<file path="src/rtl/ita_pkg.sv">
`timescale 1ns / 1ps

package ita_pkg;

   // Widths of the number and of the decimal digit register.
   localparam int VALUE_BITS  = 64;
   localparam int MAX_DIGITS  = 20;
   localparam int DIGIT_BITS  = 4 * MAX_DIGITS;
   localparam int COUNT_BITS  = 5;
   localparam int WIDTH_BITS  = 7;
   localparam int CHAR_BITS   = 7;
   localparam int STEP_BITS   = 6;
   localparam int HEX_DIGITS  = VALUE_BITS / 4;

   // ASCII codes that the formatter emits.
   localparam logic [CHAR_BITS-1:0] CHAR_ZERO    = 7'h30;
   localparam logic [CHAR_BITS-1:0] CHAR_SPACE   = 7'h20;
   localparam logic [CHAR_BITS-1:0] CHAR_MINUS   = 7'h2D;
   localparam logic [CHAR_BITS-1:0] CHAR_UPPER_A = 7'h41;
   localparam logic [CHAR_BITS-1:0] CHAR_LOWER_A = 7'h61;

   // Maps one digit of base ten or sixteen to its ASCII character.
   function automatic logic [CHAR_BITS-1:0] digit_char(logic [3:0] digit, logic upper);
      logic [CHAR_BITS-1:0] result;
      if (digit < 4'd10) begin
         result = CHAR_ZERO + {3'b000, digit};
      end else begin
         result = (upper ? CHAR_UPPER_A : CHAR_LOWER_A) + {3'b000, digit} - 7'd10;
      end
      return result;
   endfunction

endpackage

</file>
<file path="src/rtl/ita_if.sv">
`timescale 1ns / 1ps

// Channel that carries one number and its format options per word.
interface ita_req_if import ita_pkg::*; ();
   logic                         valid;
   logic                         ready;
   logic [VALUE_BITS-1:0]        value;
   logic                         is_signed;
   logic                         use_hex;
   logic                         upper_case;
   logic                         zero_pad;
   logic signed [WIDTH_BITS-1:0] field_width;

   modport source (output valid, value, is_signed, use_hex, upper_case, zero_pad,
                   field_width, input ready);
   modport sink (input valid, value, is_signed, use_hex, upper_case, zero_pad,
                 field_width, output ready);
endinterface

// Channel that carries one ASCII character per word.
interface ita_rsp_if import ita_pkg::*; ();
   logic                 valid;
   logic                 ready;
   logic [CHAR_BITS-1:0] character;
   logic                 last;

   modport source (output valid, character, last, input ready);
   modport sink (input valid, character, last, output ready);
endinterface

</file>
<file path="src/rtl/ita_bcd_conv.sv">
`timescale 1ns / 1ps

// Shift-and-add-three binary to BCD converter: one bit of the number per cycle.
module ita_bcd_conv import ita_pkg::*; (
   input  logic                  clock,
   input  logic                  reset,
   input  logic                  start,
   input  logic [VALUE_BITS-1:0] bin,
   output logic                  done,
   output logic [DIGIT_BITS-1:0] bcd
);

   logic                  busy_ff;
   logic                  done_ff;
   logic [STEP_BITS-1:0]  step_ff;
   logic [VALUE_BITS-1:0] bin_ff;
   logic [DIGIT_BITS-1:0] bcd_ff;
   logic [DIGIT_BITS-1:0] adjust;

   // Every BCD digit of five or more gets three added before the shift.
   always_comb begin
      for (int k = 0; k < MAX_DIGITS; k++) begin
         if (bcd_ff[4*k +: 4] >= 4'd5) begin
            adjust[4*k +: 4] = bcd_ff[4*k +: 4] + 4'd3;
         end else begin
            adjust[4*k +: 4] = bcd_ff[4*k +: 4];
         end
      end
   end

   // Control: the conversion runs for one step per bit of the number.
   always_ff @(posedge clock) begin
      if (reset) begin
         busy_ff <= 1'b0;
         done_ff <= 1'b0;
         step_ff <= '0;
      end else begin
         done_ff <= 1'b0;
         if (start) begin
            busy_ff <= 1'b1;
            step_ff <= '0;
         end else if (busy_ff) begin
            step_ff <= step_ff + 1'b1;
            if (step_ff == STEP_BITS'(VALUE_BITS - 1)) begin
               busy_ff <= 1'b0;
               done_ff <= 1'b1;
            end
         end
      end
   end

   // Datapath: the adjusted digits and the number shift left as one word.
   always_ff @(posedge clock) begin
      if (start) begin
         bin_ff <= bin;
         bcd_ff <= '0;
      end else if (busy_ff) begin
         {bcd_ff, bin_ff} <= {adjust[DIGIT_BITS-2:0], bin_ff, 1'b0};
      end
   end

   assign done = done_ff;
   assign bcd  = bcd_ff;

endmodule

</file>
<file path="src/rtl/integer_to_ascii_formatter_top.sv">
`timescale 1ns / 1ps

// Integer to ASCII formatter.
// The req channel takes one word per number: a 64-bit value with signed, hex,
// upper-case and zero-pad flags and a signed field width. The rsp channel then
// gives the text one ASCII character per word, with last set on the final one.
// A negative signed number starts with a minus sign, which takes one place of
// the width; signed numbers are always printed in decimal.
// Decimal digits come from a shift-and-add-three converter that handles one
// bit of the number per cycle; a hex number skips the converter. A scan then
// drops leading zero digits, one digit per cycle, but keeps at least one. A
// setup state follows, and then one character leaves per cycle while the
// receiver takes them.
// req ready is high only while no number is in work, so one number at a time.
// When the receiver stalls, the output register holds its character and the
// emission waits; no character is lost.
// Reset is synchronous and returns the block to idle with no output pending.
module integer_to_ascii_formatter_top import ita_pkg::*; (
   input logic         clock,
   input logic         reset,
   ita_req_if.sink     req_chan,
   ita_rsp_if.source   rsp_chan
);

   localparam logic [2:0] ST_IDLE  = 3'd0;
   localparam logic [2:0] ST_CONV  = 3'd1;
   localparam logic [2:0] ST_SCAN  = 3'd2;
   localparam logic [2:0] ST_SETUP = 3'd3;
   localparam logic [2:0] ST_EMIT  = 3'd4;

   logic [2:0]            state_ff;
   logic                  neg_ff;
   logic                  upper_ff;
   logic                  zero_pad_ff;
   logic signed [7:0]     width_ff;
   logic [DIGIT_BITS-1:0] digit_ff;
   logic [COUNT_BITS-1:0] count_ff;
   logic [COUNT_BITS-1:0] dleft_ff;
   logic [5:0]            zcnt_ff;
   logic [6:0]            rem_ff;
   logic                  sign_pend_ff;
   logic                  rsp_valid_ff;
   logic [CHAR_BITS-1:0]  char_ff;
   logic                  last_ff;

   logic                  accept;
   logic                  negative;
   logic [VALUE_BITS-1:0] magnitude;
   logic                  conv_start;
   logic                  conv_done;
   logic [DIGIT_BITS-1:0] conv_bcd;
   logic                  emit;
   logic [3:0]            top_digit;
   logic signed [7:0]     count_s;
   logic signed [7:0]     pad_diff;
   logic [CHAR_BITS-1:0]  char_in;

   assign accept     = req_chan.valid && req_chan.ready;
   assign negative   = req_chan.is_signed && req_chan.value[VALUE_BITS-1];
   assign magnitude  = negative ? (~req_chan.value + 1'b1) : req_chan.value;
   assign conv_start = accept && !(req_chan.use_hex && !req_chan.is_signed);
   assign req_chan.ready = (state_ff == ST_IDLE);

   ita_bcd_conv u_conv (
      .clock (clock),
      .reset (reset),
      .start (conv_start),
      .bin   (magnitude),
      .done  (conv_done),
      .bcd   (conv_bcd)
   );

   assign top_digit = digit_ff[DIGIT_BITS-1 -: 4];
   assign count_s   = $signed({3'b000, count_ff});
   assign pad_diff  = width_ff - count_s;
   assign emit      = (state_ff == ST_EMIT) && (!rsp_valid_ff || rsp_chan.ready);

   // Character choice: sign first, then zero padding, digits and spaces.
   always_comb begin
      if (sign_pend_ff) begin
         char_in = CHAR_MINUS;
      end else if (zcnt_ff != 6'd0) begin
         char_in = CHAR_ZERO;
      end else if (dleft_ff != '0) begin
         char_in = digit_char(top_digit, upper_ff);
      end else begin
         char_in = CHAR_SPACE;
      end
   end

   // Sequencer.
   always_ff @(posedge clock) begin
      if (reset) begin
         state_ff <= ST_IDLE;
      end else begin
         unique case (state_ff)
            ST_IDLE: begin
               if (accept) begin
                  state_ff <= conv_start ? ST_CONV : ST_SCAN;
               end
            end
            ST_CONV: begin
               if (conv_done) begin
                  state_ff <= ST_SCAN;
               end
            end
            ST_SCAN: begin
               if (!(top_digit == 4'd0 && count_ff > 5'd1)) begin
                  state_ff <= ST_SETUP;
               end
            end
            ST_SETUP: begin
               state_ff <= ST_EMIT;
            end
            ST_EMIT: begin
               if (emit && rem_ff == 7'd1) begin
                  state_ff <= ST_IDLE;
               end
            end
            default: begin
               state_ff <= ST_IDLE;
            end
         endcase
      end
   end

   // Working registers of the number in progress.
   always_ff @(posedge clock) begin
      if (accept) begin
         neg_ff      <= negative;
         upper_ff    <= req_chan.upper_case && !req_chan.is_signed;
         zero_pad_ff <= req_chan.zero_pad;
         width_ff    <= 8'(req_chan.field_width) - $signed({7'b0, negative});
         digit_ff    <= {{(DIGIT_BITS - VALUE_BITS){1'b0}}, req_chan.value};
         count_ff    <= COUNT_BITS'(MAX_DIGITS);
      end else if (state_ff == ST_CONV && conv_done) begin
         digit_ff <= conv_bcd;
      end else if (state_ff == ST_SCAN) begin
         if (top_digit == 4'd0 && count_ff > 5'd1) begin
            digit_ff <= {digit_ff[DIGIT_BITS-5:0], 4'h0};
            count_ff <= count_ff - 1'b1;
         end
      end else if (emit && !sign_pend_ff && zcnt_ff == 6'd0 && dleft_ff != '0) begin
         digit_ff <= {digit_ff[DIGIT_BITS-5:0], 4'h0};
      end
   end

   // Emission counters, set up once the digit count is known.
   always_ff @(posedge clock) begin
      if (reset) begin
         sign_pend_ff <= 1'b0;
         zcnt_ff      <= '0;
         dleft_ff     <= '0;
         rem_ff       <= '0;
      end else if (state_ff == ST_SETUP) begin
         sign_pend_ff <= neg_ff;
         if (width_ff > 8'sd0) begin
            rem_ff <= {6'b0, neg_ff} + width_ff[6:0];
         end else begin
            rem_ff <= {6'b0, neg_ff} + {2'b00, count_ff};
         end
         if (zero_pad_ff && pad_diff > 8'sd0) begin
            zcnt_ff <= pad_diff[5:0];
         end else begin
            zcnt_ff <= '0;
         end
         if (width_ff > 8'sd0 && pad_diff < 8'sd0) begin
            dleft_ff <= width_ff[COUNT_BITS-1:0];
         end else begin
            dleft_ff <= count_ff;
         end
      end else if (emit) begin
         rem_ff <= rem_ff - 1'b1;
         if (sign_pend_ff) begin
            sign_pend_ff <= 1'b0;
         end else if (zcnt_ff != 6'd0) begin
            zcnt_ff <= zcnt_ff - 1'b1;
         end else if (dleft_ff != '0) begin
            dleft_ff <= dleft_ff - 1'b1;
         end
      end
   end

   // Output register: holds a word until the receiver takes it.
   always_ff @(posedge clock) begin
      if (reset) begin
         rsp_valid_ff <= 1'b0;
      end else if (emit) begin
         rsp_valid_ff <= 1'b1;
      end else if (rsp_chan.ready) begin
         rsp_valid_ff <= 1'b0;
      end
   end

   always_ff @(posedge clock) begin
      if (emit) begin
         char_ff <= char_in;
         last_ff <= (rem_ff == 7'd1);
      end
   end

   assign rsp_chan.valid     = rsp_valid_ff;
   assign rsp_chan.character = char_ff;
   assign rsp_chan.last      = last_ff;

endmodule
</file>
<file path="src/flat_wrapper.sv">
// flat-port wrapper written by rule: the top's interface ports become plain ports
module integer_to_ascii_formatter_top_flat import ita_pkg::*;
  (clock, reset, req_chan_valid, req_chan_value, req_chan_is_signed, req_chan_use_hex, req_chan_upper_case, req_chan_zero_pad, req_chan_field_width, req_chan_ready, rsp_chan_valid, rsp_chan_character, rsp_chan_last, rsp_chan_ready);
  ita_req_if req_chan_i ();
  ita_rsp_if rsp_chan_i ();
  input logic clock;
  input logic reset;
  input wire logic [$bits(req_chan_i.valid)-1:0] req_chan_valid;
  input wire logic [$bits(req_chan_i.value)-1:0] req_chan_value;
  input wire logic [$bits(req_chan_i.is_signed)-1:0] req_chan_is_signed;
  input wire logic [$bits(req_chan_i.use_hex)-1:0] req_chan_use_hex;
  input wire logic [$bits(req_chan_i.upper_case)-1:0] req_chan_upper_case;
  input wire logic [$bits(req_chan_i.zero_pad)-1:0] req_chan_zero_pad;
  input wire logic [$bits(req_chan_i.field_width)-1:0] req_chan_field_width;
  output wire logic [$bits(req_chan_i.ready)-1:0] req_chan_ready;
  output wire logic [$bits(rsp_chan_i.valid)-1:0] rsp_chan_valid;
  output wire logic [$bits(rsp_chan_i.character)-1:0] rsp_chan_character;
  output wire logic [$bits(rsp_chan_i.last)-1:0] rsp_chan_last;
  input wire logic [$bits(rsp_chan_i.ready)-1:0] rsp_chan_ready;
  assign req_chan_i.valid = req_chan_valid;
  assign req_chan_i.value = req_chan_value;
  assign req_chan_i.is_signed = req_chan_is_signed;
  assign req_chan_i.use_hex = req_chan_use_hex;
  assign req_chan_i.upper_case = req_chan_upper_case;
  assign req_chan_i.zero_pad = req_chan_zero_pad;
  assign req_chan_i.field_width = req_chan_field_width;
  assign req_chan_ready = req_chan_i.ready;
  assign rsp_chan_valid = rsp_chan_i.valid;
  assign rsp_chan_character = rsp_chan_i.character;
  assign rsp_chan_last = rsp_chan_i.last;
  assign rsp_chan_i.ready = rsp_chan_ready;
  integer_to_ascii_formatter_top u_core (.clock(clock), .reset(reset), .req_chan(req_chan_i), .rsp_chan(rsp_chan_i));
endmodule
</file>
<file path="config.mk">
export PLATFORM = sky130hd
export DESIGN_NAME = integer_to_ascii_formatter_top_flat
export DESIGN_NICKNAME = d
export VERILOG_FILES = /design/src/rtl/ita_pkg.sv /design/src/rtl/ita_if.sv /design/src/rtl/ita_bcd_conv.sv /design/src/rtl/integer_to_ascii_formatter_top.sv /design/src/flat_wrapper.sv
export SDC_FILE = /design/constraint.sdc
export NUM_CORES = 1
export LEC_CHECK = 0
export BUFFER_PORTS_ARGS = -buffer_cell sky130_fd_sc_hd__buf_2
export CAP_MARGIN = 20
export CORE_ASPECT_RATIO = 1.75
export CORE_MARGIN = 4
export CORE_UTILIZATION = 60
export CTS_CLUSTER_SIZE = 20
export DETAILED_ROUTE_END_ITERATION = 7
export PLACE_DENSITY = 0.81
export SYNTH_ARGS = -nofsm -noshare
export SYNTH_HDL_FRONTEND = slang
export SYNTH_SLANG_ARGS = --single-unit
</file>
<file path="constraint.sdc">
create_clock -name clock -period 4.4 [get_ports clock]
set_input_delay 0.66 -clock clock [delete_from_list [all_inputs] [get_ports clock]]
set_output_delay 0.66 -clock clock [all_outputs]
set_load 0.01 [all_outputs]
</file>
==> results of run 1 <==
flip-flops by register name, summed over array words and instances, names as in the netlist:
name,flops
u_core.rsp_chan.last,1
u_core.u_conv.bin_ff,64
u_core.width_ff,8
u_core.count_ff,5
u_core.dleft_ff,5
u_core.u_conv.done,1
u_core.zcnt_ff,6
u_core.upper_ff,1
u_core.state_ff,3
u_core.zero_pad_ff,1
u_core.u_conv.bcd,80
u_core.rsp_chan.valid,1
u_core.u_conv.step_ff,6
u_core.neg_ff,1
u_core.rsp_chan.character,7
u_core.rem_ff,7
u_core.sign_pend_ff,1
u_core.digit_ff,80
u_core.u_conv.busy_ff,1
where the power goes:
group	switching (uW)	leakage, uW	total [uW]	internal [uW]
Sequential	636	0.00250	4800	4160
Clock	1080	0.000491	2550	1470
Combinational	2390	0.00318	3790	1400
Total	4100	0.00616	11100	7040
placed cells by master (no fill, tap or decap), drive strengths merged, types with 16 or more instances in the layout:
cell type | synthesis | final
a211oi | 44 | 44
nor2 | 140 | 140
a21oi | 109 | 109
or4 | 20 | 20
nor3 | 32 | 32
inv | 71 | 77
nor3b | 18 | 18
buf | 16 | 104
or3 | 16 | 16
nand2b | 27 | 27
nand3 | 36 | 36
ha | 62 | 62
o21ai | 205 | 205
dfxtp | 132 | 132
xnor2 | 63 | 63
nand2 | 201 | 201
clkbuf | 80 | 35
mux2i | 104 | 104
xor2 | 59 | 59
edfxtp | 147 | 147
cells by family (layout without fill, tap and decap cells):
group | count (synthesis) | after routing
compound gates | 419 | 419
xor+xnor | 122 | 122
fa+ha+maj | 63 | 63
buf+inv | 168 | 228
flops | 279 | 279
mux | 105 | 105
simple gates | 531 | 531
routing by layer:
metal	GRT usage [%]	wire (um)	vias to the layer above
li1	-	-	6062
met5	0	0	-
met4	10.64	1196	0
met2	46.11	19350	397
met1	28.95	13570	6005
met3	2.558	1747	86
stage by stage:
stage          utilization [%]  cell area [um^2]  setup WS, ns  cells  hold WS, ns
2_1_floorplan                -             15590        0.5717   1687       0.4443
3_3_place_gp             63.80             16230         1.190   2011       0.4583
3_5_place_dp             63.80             16230         1.127   2011       0.4693
4_1_cts                  67.73             17230         1.305   2063       0.2699
5_1_grt                  67.73             17230         1.064   2063       0.2819
6_report                 67.73             17230         1.368   2063       0.2914
how the worst max path moves through the flow:
stage                                                from                            endpoint  slack (ns)  cells after the start
after floorplan            u_core.zcnt_ff[2]$_SDFFE_PP0P_        u_core.digit_ff[0]$_DFFE_PP_        0.57                      7
after global placement                 req_chan_value[16]  u_core.u_conv.bin_ff[51]$_DFFE_PP_        1.19                      7
after detailed placement               req_chan_value[16]  u_core.u_conv.bin_ff[53]$_DFFE_PP_        1.13                      7
after CTS                  u_core.zcnt_ff[0]$_SDFFE_PP0P_       u_core.digit_ff[39]$_DFFE_PP_        1.31                      9
after global routing      u_core.state_ff[2]$_SDFFE_PP0P_  u_core.u_conv.bcd[72]$_SDFFE_PP0P_        1.06                      6
final                      u_core.zcnt_ff[0]$_SDFFE_PP0P_       u_core.digit_ff[50]$_DFFE_PP_        1.37                      9
final cells by class:
cell class	instances	area share (%)
multi-input cells	1240	45.86
repair buffers	104	3.472
clock buffers	35	4.772
flip-flops and latches	279	40.99
well taps	316	2.295
inverters	72	1.583
clock inverters	17	1.031
==> results.toml, run 1 <==
[detailed_routing]
avgRoutedWirePerCell_um = 17.38
vias = 12550
ant_nets = 0
route.detailed.drc = 0
via_per_inst = 6.083
wl_um = 35870
drt_first_iter_violations = 905
first_pass_iters = 5

[critical_path]
endpoint_kind = "register"
cp_num_buf_inv = 3
worstSetupStartpointType = "register"
reg2reg_depth = 9
r2r-start = "u_core.zcnt_ff[0]$_SDFFE_PP0P_"
crit_chain = "inv_1, ha_1, nor2b_1, nand3_1, nor3_2, or3_1, buf_4, nand2b_2, buf_12"
crit_slowest_cell = "nor2b_1"
critPathKind = "register to register"
cp_top_family = "simple AND/OR/NAND/NOR gates"
slowest_delay_ns = 0.42
timing.reg2reg.setup_slack_ns = 1.37
worstPathArrival_ns = 3.25
worstPathRequired_ns = 4.62
worstPathMaxFanout = 64
rr_endpoint = "u_core.digit_ff[50]$_DFFE_PP_"

[floorplanning]
row_count = 77
die-area_um2 = 28720
die_y_um = 221.2
coreArea_um2 = 25430
start_util_pct = 61.28
ios = 89
die_w_um = 129.8

[flow_run]
drv_cap = 0

[synthesis]
synth_ff_type = "edfxtp_1"
synth_top_family_by_area = "simple AND/OR/NAND/NOR gates"
muxShareOfSynthArea_pct = 6.751
yosys.area.top_type = "edfxtp_1"
synth-xor-area-share_pct = 6.856
ys_seq_elements = 279
yosysUniqueCellTypes = 66
synth_area_leaders = "edfxtp_1 (28%), dfxtp_1 (17%), mux2i_1 (6.7%)"
yosysWarnings = 0
synth.avg_cell_area_um2 = 9.239
synth_edf_count = 147
ys_top_cells_by_count = "nand2_1 (201), o21ai_0 (196), edfxtp_1 (147), nor2_1 (140), dfxtp_1 (132)"
syn_area_um2 = 15590
seq_area_frac_synth_pct = 45.28
synthesis.nets = 1829
synth-compound-area-share_pct = 15.52
synth-simple-area-share_pct = 16.27
synthAdderAreaFrac_pct = 5.106
synth_cells = 1687
yosysMostFrequentCell = "nand2_1"
async_flop_share_pct = 0
yosys.area.top_type_share_pct = 28.32

[layout]
multi_input_area_um2 = 7900
antenna_cells = 0
fillers = 1980
nets = 1867
drive_above_1_share_pct = 10.36
regArea_um2 = 7061
syn_to_final_growth_pct = 10.52

[cts]
cts-root-buf = "clkbuf_16"
hold_buffers = 0
cts_buffer_depth = 3
cts_setup_buffers = 0
cts.sinks = 279
cts_tree = "done"
clk_pin_slew_ns = 0.07
clock_latency_ns = 0.56
cts.repair.resized = 0
numCtsBuffers = 28
htreeDepth = 1

[timing]
fin_crit_sh_pct = 68.92
setup_viol = 0
maxSlewViolCount = 0
slew_headroom_pct = 26.08
rsz0062_at_grt = "no"
fmax_ghz = 0.3298
min_period_ns = 3.032
tns_ns = 0
clock_skew_ns = 0.01719
tightest_slew_ns = 1.081
hold_violations = 0

[min_path]
hold_path_depth = 1
hold_end = "u_core.zero_pad_ff$_DFFE_PP_"
hold_path_class = "input pin to register"
min_from = "req_chan_zero_pad"

[power]
p_leak_uw = 0.006165
power_density_nw_per_um2 = 646.6
vdd_drop_max_mv = 0.4078
total_power_uw = 11140

[placement]
io_buffers = 88
place.gp.congestion = 0.9043
post-dp-hpwl_um = 25040

[global_routing]
grt_start_max_net_pins = 98
grtUsageTotal_pct = 25.09
grt-ovfl-total = 0
grt_pass1_vias = 12519
antenna_found_initial = 0
grt_pass1_wl_um = 59880

[status]
status = "finished clean"
Power figures use the tool's default switching activity.
==> inputs of run 2 (changes only) <==
clock period = 2.8 ns   (was 4.4 ns; I/O delays follow)
==> results.toml, run 2 (synthesis gave the netlist of run 1 again) <==
[timing]
rsz0062_at_grt = "no"
fmax_ghz = 0.3971
setup_viol = 0
clock_skew_ns = 0.01347
maxSlewViolCount = 0
slew_headroom_pct = 31.29
fin_crit_sh_pct = 89.93
hold_violations = 0
whs_ns = 0.07069
min_period_ns = 2.518
tns_ns = 0
fin_ws_ns = 0.2819
tightest_slew_ns = 1.031

[floorplanning]
coreArea_um2 = 25430
start_util_pct = 61.28
die_y_um = 221.2
ios = 89
die-area_um2 = 28720
row_count = 77
die_w_um = 129.8

[global_routing]
antenna_found_initial = 0
grt_pass1_wl_um = 59550
grtUsageTotal_pct = 25.06
grt-ovfl-total = 0
grt_pass1_vias = 12415
grt_start_max_net_pins = 111

[layout]
drive_above_1_share_pct = 11.75
syn_to_final_growth_pct = 12.12
final_core_util_pct = 68.71
multi_input_area_um2 = 7910
nets = 1901
regArea_um2 = 7061
final_common_cell = "nand2_1"
design_area_um2 = 17480
fillers = 1960
final_cell_mix = "nand2_1 (200), o21ai_0 (195), edfxtp_1 (147)"
antenna_cells = 0

[placement]
placed_cell_area_um2 = 16580
place.gp.congestion = 0.9021
io_buffers = 88
post-dp-hpwl_um = 25800
post-place-ws_ns = 0.03171

[detailed_routing]
ant_nets = 0
route.detailed.drc = 0
avgRoutedWirePerCell_um = 17.33
first_pass_iters = 8
vias = 12584
wl_um = 36300
via_per_inst = 6.007
drt_first_iter_violations = 857

[critical_path]
critPathKind = "register to register"
endpoint_kind = "register"
worstPathArrival_ns = 2.94
setup.worst_path.start = "u_core.count_ff[3]$_SDFFE_PP0P_"
rr_endpoint = "u_core.zcnt_ff[4]$_SDFFE_PP0P_"
timing.reg2reg.setup_slack_ns = 0.28
worstPathMaxFanout = 6
worstPathRequired_ns = 3.22
worstSetupStartpointType = "register"
reg2reg_depth = 7
r2r-start = "u_core.count_ff[3]$_SDFFE_PP0P_"

[cts]
numCtsBuffers = 26
cts_buffer_depth = 3
htreeDepth = 1
clock_latency_ns = 0.54
cts_tree = "done"
cts.sinks = 279
cts.repair.resized = 0
clk_pin_slew_ns = 0.06
hold_buffers = 0
cts_setup_buffers = 0
cts-root-buf = "clkbuf_16"

[min_path]
min_from = "req_chan_zero_pad"
hold_path_depth = 1
hold_end = "u_core.zero_pad_ff$_DFFE_PP_"
hold_path_class = "input pin to register"

[power]
p_leak_uw = 0.006320
vdd_drop_max_mv = 0.7271
power_density_nw_per_um2 = 998.2

[status]
status = "finished clean"

[flow_run]
drv_cap = 0
==> run 2: changes by cell type in the layout (fill, tap and decap cells not counted), sizes merged <==
cell and change:
inv -5, buf +36, clkinvlp -1, bufinv -1, clkbuf +7, clkinv -4
==> run 2: where the power goes <==
part / internal, uW / switching (uW)
registers: 6540 / 1000
clock network: 2130 / 1520
logic: 2410 / 3850
total: 11100 / 6360
==> run 2: metal layers <==
| layer | up-vias | share of wire [%] | wire (um) | GRT usage (%) |
|---|---|---|---|---|
| met2 | 371 | 53 | 19290 | 46.09 |
| met3 | 82 | 5.0 | 1802 | 2.823 |
| met5 | - | 0 | 0 | 0 |
| li1 | 6131 | - | - | - |
| met1 | 6000 | 38 | 13820 | 28.99 |
| met4 | 0 | 3.8 | 1394 | 10.00 |
==> run 2: stage by stage <==
step	power [uW]	cells
floorplan	11800	1687
global placement	13480	2047
detailed placement	13830	2047
CTS	17530	2095
global route	18660	2095
finish	17440	2095
==> run 2: how the worst max path moves through the flow <==
stage | to | slack, ns | cells past startpoint
finish | u_core.zcnt_ff[4]$_SDFFE_PP0P_ | 0.28 | 7
global route | u_core.zcnt_ff[4]$_SDFFE_PP0P_ | 0.02 | 7
CTS | u_core.zcnt_ff[4]$_SDFFE_PP0P_ | 0.27 | 7
detailed placement | u_core.u_conv.bin_ff[58]$_DFFE_PP_ | 0.03 | 9
global placement | u_core.u_conv.bin_ff[62]$_DFFE_PP_ | 0.05 | 8
floorplan | u_core.digit_ff[0]$_DFFE_PP_ | 0.07 | 9
==> run 2: layout make-up <==
type                       count  share of cell area [%]
clock inverter                 6                  0.3365
clock buffer                  42                   4.776
tap                          316                   2.262
sequential                   279                   40.40
timing repair buffer         140                   5.398
inverter                      72                   1.561
multi-input combinational   1240                   45.26
==> run 2: worst max-delay path: stages (launching register included) <==
cell	delay, ns
dfxtp_1	0.38
inv_1	0.14
ha_1	0.25
or4_1	0.51
o21ai_0	0.27
xnor2_1	0.21
nand3_1	0.24
a2111oi_0	0.42
==> inputs of run 3 (changes only) <==
CORE_MARGIN = 1   (was 4)
==> results.toml, run 3 (synthesis gave the netlist of run 1 again) <==
[status]
status = "finished clean"

[cts]
cts.repair.resized = 0
htreeDepth = 1
cts_tree = "done"
cts.sinks = 279
clock_latency_ns = 0.54
cts_buffer_depth = 3
clk_pin_slew_ns = 0.06
numCtsBuffers = 27
cts-root-buf = "clkbuf_16"
hold_buffers = 0
cts_setup_buffers = 0

[timing]
fmax_ghz = 0.4026
slew_headroom_pct = 53.04
setup_viol = 0
maxSlewViolCount = 0
clock_skew_ns = 0.01210
rsz0062_at_grt = "no"
fin_crit_sh_pct = 88.72
tightest_slew_ns = 0.7045
min_period_ns = 2.484
whs_ns = 0.06855
tns_ns = 0
hold_violations = 0

[layout]
nets = 1910
drive_above_1_share_pct = 12.08
antenna_cells = 0
final_common_cell = "nand2_1"
fillers = 1927
final_cell_mix = "nand2_1 (200), o21ai_0 (194), edfxtp_1 (147)"
syn_to_final_growth_pct = 12.57

[detailed_routing]
drt_first_iter_violations = 867
wl_um = 36170
via_per_inst = 6.015
vias = 12656
first_pass_iters = 7
avgRoutedWirePerCell_um = 17.19
ant_nets = 0
route.detailed.drc = 0

[global_routing]
grt_start_max_net_pins = 119
grt-ovfl-total = 0
grt_pass1_wl_um = 59600
grt_pass1_vias = 12578
antenna_found_initial = 0
grtUsageTotal_pct = 27.80

[power]
p_leak_uw = 0.006359
vdd_drop_max_mv = 0.6398
total_power_uw = 17450
power_density_nw_per_um2 = 994.5

[floorplanning]
start_util_pct = 61.28
die_w_um = 123.8
die-area_um2 = 26650
row_count = 77
die_y_um = 215.2
ios = 89
coreArea_um2 = 25430

[min_path]
hold_path_class = "input pin to register"
hold_path_depth = 1
hold_end = "u_core.zero_pad_ff$_DFFE_PP_"
min_from = "req_chan_zero_pad"

[critical_path]
rr_endpoint = "u_core.dleft_ff[3]$_SDFFE_PP0P_"
r2r-start = "u_core.count_ff[4]$_SDFFE_PP1P_"
critPathKind = "register to register"
reg2reg_depth = 8
endpoint_kind = "register"
worstSetupStartpointType = "register"
worstPathMaxFanout = 4
worstPathRequired_ns = 3.19
worstPathArrival_ns = 2.87
timing.reg2reg.setup_slack_ns = 0.32

[placement]
post-dp-hpwl_um = 25770
place.gp.congestion = 0.8907
io_buffers = 88

[flow_run]
drv_cap = 0
## run 3: changes by cell type in the layout (fill, tap and decap cells not counted), sizes merged
cell    before  now
clkinv       5    9
clkbuf      42   37
inv         72   73
bufinv       1    2
buf        140  148
## run 3: final cells by class
class | count | area, um^2 | area share [%]
multi-input cells | 1240 | 7911 | 45.09
flip-flops and latches | 279 | 7061 | 40.24
repair buffers | 148 | 1028 | 5.862
clock buffers | 37 | 765.7 | 4.364
well taps | 316 | 395.4 | 2.253
inverters | 72 | 272.8 | 1.555
clock inverters | 12 | 111.4 | 0.6347
## run 3: worst max-delay path by stage
stage | from | endpoint | slack (ns) | cells past startpoint
floorplan | u_core.dleft_ff[0]$_SDFFE_PP0P_ | u_core.digit_ff[0]$_DFFE_PP_ | 0.07 | 9
global placement | req_chan_value[25] | u_core.u_conv.bin_ff[62]$_DFFE_PP_ | 0.04 | 8
detailed placement | req_chan_value[16] | u_core.u_conv.bin_ff[31]$_DFFE_PP_ | 0.004 | 9
CTS | u_core.count_ff[2]$_SDFFE_PP1P_ | u_core.dleft_ff[3]$_SDFFE_PP0P_ | 0.18 | 9
global route | u_core.count_ff[4]$_SDFFE_PP1P_ | u_core.zcnt_ff[4]$_SDFFE_PP0P_ | 0.09 | 7
finish | u_core.count_ff[4]$_SDFFE_PP1P_ | u_core.dleft_ff[3]$_SDFFE_PP0P_ | 0.32 | 8
## run 3: worst max-delay path, stage by stage, from the launching register on
cell	delay (ns)
dfxtp_1	0.43
inv_1	0.14
ha_1	0.35
or4_1	0.52
o21ai_1	0.16
buf_4	0.17
nand2_1	0.16
mux2i_1	0.29
a211oi_1	0.12
## run 3: layer usage
metal	up-vias	part of all wire [%]	GRT usage [%]
met1	6016	37	30.81
met5	-	0	0
li1	6148	-	-
met3	88	5.5	3.662
met4	0	3.3	11.49
met2	404	54	51.57
## run 3: through the flow
| step | area, um^2 | cells | setup WS (ns) | util [%] |
|---|---|---|---|---|
| 6_report | 17550 | 2104 | 0.3159 | 68.98 |
| 5_1_grt | 17550 | 2104 | 0.09297 | 68.98 |
| 4_1_cts | 17540 | 2103 | 0.1820 | 68.95 |
| 3_5_place_dp | 16660 | 2054 | 0.004217 | 65.50 |
| 3_3_place_gp | 16660 | 2054 | 0.03612 | 65.50 |
| 2_1_floorplan | 15600 | 1687 | 0.06577 | - |
## run 3: report_power, final
part           total [uW]  switching [uW]  internal, uW
combinational        6210            3790          2420
sequential           7590            1050          6540
clock                3650            1550          2100
total               17400            6390         11100
